<file path="src/rtl/sms_ram.sv">
`timescale 1ns / 1ps
`default_nettype none
// Generic single-write, single-read RAM with registered read data.
module sms_ram #(
  parameter int WIDTH = 16,
  parameter int DEPTH = 32,
  localparam int AW = (DEPTH > 1) ? $clog2(DEPTH) : 1
) (
  input  wire logic             clk,
  input  wire logic             we,
  input  wire logic [AW-1:0]    waddr,
  input  wire logic [WIDTH-1:0] wdata,
  input  wire logic [AW-1:0]    raddr,
  output logic      [WIDTH-1:0] rdata
);

  logic [WIDTH-1:0] mem_r [DEPTH];
  logic [WIDTH-1:0] rdata_r;

  always_ff @(posedge clk) begin
    if (we) begin
      mem_r[waddr] <= wdata;
    end
    rdata_r <= mem_r[raddr];
  end

  assign rdata = rdata_r;

endmodule
`default_nettype wire

</file>
<file path="config.mk">
export PLATFORM = sky130hd
export DESIGN_NAME = sms_ram
export DESIGN_NICKNAME = d
export VERILOG_FILES = /design/src/rtl/sms_ram.sv
export SDC_FILE = /design/constraint.sdc
export NUM_CORES = 1
export LEC_CHECK = 0
export BUFFER_PORTS_ARGS = -buffer_cell sky130_fd_sc_hd__buf_2
export CORE_ASPECT_RATIO = 0.75
export CORE_UTILIZATION = 55
export CTS_BUF_LIST = sky130_fd_sc_hd__clkbuf_8
export DETAILED_ROUTE_END_ITERATION = 8
export PLACE_DENSITY = 0.71
export SYNTH_ARGS = -nofsm -noshare
export SYNTH_HDL_FRONTEND = slang
export SYNTH_SLANG_ARGS = --single-unit
</file>
<file path="constraint.sdc">
create_clock -name clk -period 5.9 [get_ports clk]
set_input_delay 0.885 -clock clk [delete_from_list [all_inputs] [get_ports clk]]
set_output_delay 0.885 -clock clk [all_outputs]
set_load 0.02 [all_outputs]
</file>
Yosys cells after proc, flatten, opt, wreduce, memory -nomap -nowiden:

Memory sizes are Yosys's and may differ from the RTL's. A register that Yosys moved wholly into a read port is not among the register bits.
Cells that the tools add are included.

* bits in registers: 0
* bits in latches: 0
* memory bits (writable): 512
* bits in read-only memories: 0
* input port bits: 28
* memories kept: 1

Memories
* mem_r: words 32, bits a word 16, rd ports 1, clocked after memory_dff 1, wr ports 1, line 17 `logic [WIDTH-1:0] mem_r [DEPTH];`

* add/subtract/negate cells: 0
* multipliers: 0
* divide/modulo/power cells: 0
* $lt $le $gt $ge: 0
* equality and inequality tests: 0
* shift-type cells: 0
* multiplexer cells: 2
* bitwise operators: 0
* reductions and logical operators: 0

Operator list (count)
* $mux 1: 2

Depth between registers and ports, before layout:

* depth after elaboration: 2
* gate-level depth with buffers: 8
* mapped depth without buffers: 5

Worst setup path before layout:

Ideal clock, no wire load.

* kind: in2reg
* from: in waddr[1]
* to: mem mem_r[12][0], enable pin
* library setup time: 388 ps
* arrival: 2237 ps
* data required time: 5512 ps
* setup slack: 3275 ps
* stages on the path: 3
* buffers on the path: 1
* path through: or3b_2 clkbuf_1 nor2_1

RTL lines
* from (decl): line 11 `input wire logic [AW-1:0] waddr,`
* to (decl): line 17

No word-level cell before the write port.

==> run_results.csv <==
group,metric,value,unit
global_routing,grt-busiest-layer,"met1",
clock_tree,worstSkewPairLatency,630,ps
power_and_ir_drop,power_density,324,nW/µm²
final_layout,syn_to_final_growth,9.85,%
logic_synthesis,synth_top_cell_by_area,"edfxtp_1",
power_and_ir_drop,peakVddDrop,0.231,mV
logic_synthesis,seq_area_frac_synth,76.4,%
logic_synthesis,postSynthAreaPerCell,18.0,µm²
sta,period_needed,2640,ps
worst_setup_path,worstPathRequired,6390,ps
global_routing,antenna_found_initial,4,
global_routing,overflow,0,
sta,post-route-period-util,44.8,%
sta,slew_headroom,14.5,%
logic_synthesis,synth-compound-area-share,4.97,%
placed_design,io_buffers,43,
sta,clock.fmax,379,MHz
die,die_w,225,µm
power_and_ir_drop,p_leak,0.00796,µW
logic_synthesis,ys.flop_type,"edfxtp_1",
routing,drt_iter0_drc,1079,
power_and_ir_drop,sw_frac_of_total,22.4,%
worst_setup_path,critPathCaptureType,"register",
worst_setup_path,critPathKind,"in2reg",
logic_synthesis,ys_top_cells_by_count,"512 x edfxtp_1, 256 x mux2i_1, 64 x a22oi_1",
final_layout,final_core_utilization,62.1,%
logic_synthesis,synth_area_leaders,"edfxtp_1 75%, mux2i_1 12%, a22oi_1 2.3%, dfxtp_1 1.6%, a22o_1 1.4%",
logic_synthesis,ys_types,26,
final_layout,nets,1252,
logic_synthesis,synth_top_area_share,74.9,%
sta,clock_skew,23.5,ps
die,start_util,56.5,%
placed_design,place_congestion,0.821,
power_and_ir_drop,power_frac_comb,5.4,%
logic_synthesis,synth_edf_count,512,
global_routing,grt.met1_usage,35.7,%
clock_tree,cts_buffers,77,
final_layout,drive_gt1_share,14.9,%
worst_setup_path,start_kind,"input port",
logic_synthesis,yosys.area_share.simple,3.49,%
global_routing,track_usage,23.9,%
clock_tree,clkSlewWorstSetupHoldPaths,70,ps
logic_synthesis,synth_top_family_by_area,"multiplexers",
logic_synthesis,synth_mux_area_share,12.5,%
sta,rsz0062_at_grt,"no",
run,max-cap-violations,0,
routing,first_pass_iters,5,
die,rows,60,
routing,wl_per_cell,24.9,µm
power_and_ir_drop,pwr-share-clk,37.3,%
logic_synthesis,synth_fa_ha_area_share,0,%
global_routing,grt_use_met3,6.18,%
clock_tree,cts_root_buf,"clkbuf_8",
routing,via_per_inst,5.96,
run_status,status,"finished, final reports clean",
global_routing,met2_usage,35.2,%
sta,report.final.slew_viol_count,0,
routing,wl,44500,µm
clock_tree,cts_tree,"done",
final_layout,finalInstanceArea,22600,µm²
placed_design,postPlaceCellArea,21100,µm²
clock_tree,h-tree-depth,3,
power_and_ir_drop,power_frac_seq,57.3,%
logic_synthesis,async_flop_share,0,%
sta,final-setup-viol-count,0,
global_routing,grt_max_degree,90,
clock_tree,clkSinkCount,528,
clock_tree,clock_path_buffers,3,
logic_synthesis,yosys_warnings,0,
power_and_ir_drop,power_switching,1640,µW
logic_synthesis,yosysMostFrequentCell,"edfxtp_1",
die,die_height,169,µm
die,boundaryPins,44,
routing,drc_errors,0,
routing,ant_nets,0,
power_and_ir_drop,internal-power,5680,µW
logic_synthesis,synth_fp_nets,1171,
logic_synthesis,syn-cell-area,20500,µm²
die,fp.coreArea,36300,µm²
worst_setup_path,r2r_slack,4480,ps
routing,vias,10600,
worst_hold_path,min_path_type,"reg2reg",
worst_setup_path,arrival,3130,ps
sta,worst_pin_slew,1280,ps
placed_design,dp_hpwl,25700,µm
clock_tree,postCtsSetupBuffers,0,
worst_setup_path,critical_path.max_fanout,38,
logic_synthesis,synth_xor_area_share,0,%
final_layout,fillers,2636,
global_routing,grt_pass1_vias,10500,
global_routing,grt_pass1_wl,65900,µm
sta,hold_violations,0,
logic_synthesis,syn_inst,1143,
sta,fin_tns_setup,0,ps
logic_synthesis,ys_seq_elements,528,
clock_tree,cts_resized,0,
die,fp.dieArea,38100,µm²
clock_tree,hold_buffers,0,
## through the flow
step | power [µW] | setup WS, ps | instances | hold WS, ps
2_1_floorplan | 4510 | 3270 | 1143 | 553
4_1_cts | 7360 | 3270 | 1782 | 608
3_5_place_dp | 4670 | 2600 | 1641 | 592
3_3_place_gp | 4660 | 2610 | 1641 | 575
5_1_grt | 7560 | 3200 | 1782 | 649
6_report | 7320 | 3260 | 1784 | 605
## layout make-up
class                           instances  area [µm²]  share of cell area (%)
Clock buffer                           86        1180                    5.25
Sequential cell                       528       15700                    69.6
Antenna cell                            2        5.00                  0.0222
Multi-Input combinational cell        548        4360                    19.3
Clock inverter                         55         260                    1.15
Timing Repair Buffer                   69         433                    1.92
Tap cell                              496         621                    2.75
## cells in the final DEF (no fill, tap or decap), drive strengths merged
| cell | Yosys | final |
|---|---|---|
| a22o | 32 | 32 |
| nor2 | 34 | 34 |
| or2 | 1 | 1 |
| nand3b | 5 | 5 |
| clkinv | 0 | 19 |
| buf | 55 | 69 |
| or3b | 3 | 3 |
| clkinvlp | 0 | 3 |
| a21oi | 32 | 32 |
| nand2 | 33 | 33 |
| nand4 | 16 | 16 |
| or3 | 1 | 1 |
| a22oi | 64 | 64 |
| dfxtp | 16 | 16 |
| nand2b | 2 | 2 |
| diode | 0 | 2 |
| and2 | 1 | 1 |
| edfxtp | 512 | 512 |
| nor2b | 2 | 2 |
| nor3 | 16 | 16 |
| bufinv | 0 | 1 |
| inv | 0 | 32 |
| mux2i | 256 | 256 |
| clkbuf | 12 | 86 |
| a31oi | 16 | 16 |
| nand3 | 34 | 34 |
## cells by family (layout without fill, tap and decap cells)
family	count (synthesis)	count (layout)
flip-flops	528	528
multiplexers	256	256
AND/OR/NAND/NOR	148	148
AO/OA/AOI/OAI	144	144
buffers and inverters	67	210
other	0	2
## registers in the layout (all words and copies together) (netlist names)
name and flops:
rdata 16, mem_r 512
## critical path: stages
cell,delay (ps)
buf_2,150
and2_2,650
buf_4,590
a22o_1,250
nor3_1,60
a31oi_1,350
nand3_1,160
## power groups by stage
| stage | clock, µW | combinational, µW | sequential, µW |
|---|---|---|---|
| detailed placement | 0 | 393 | 4270 |
| finish | 2730 | 394 | 4190 |
| floorplan | 0 | 234 | 4280 |
| CTS | 2770 | 395 | 4190 |
| global route | 2940 | 420 | 4190 |
| global placement | 0 | 386 | 4270 |
## routing by layer
layer | part of all wire (%) | routed length [µm]
met5 | 0.058 | 26
met4 | 1.5 | 672
met3 | 7.2 | 3200
met2 | 45 | 20100
met1 | 46 | 20500
## worst paths after layout
| check | start | to | depth (start not counted) |
|---|---|---|---|
| hold / removal | mem_r[16][1] | rdata[1] | 4 |
| hold reg to reg | mem_r[16][1] | rdata[1] | 4 |
| setup reg to reg | mem_r[7][14] | rdata[14] | 5 |
| setup / recovery | raddr[1] | rdata[14] | 7 |
Power figures use the tool's default switching activity.
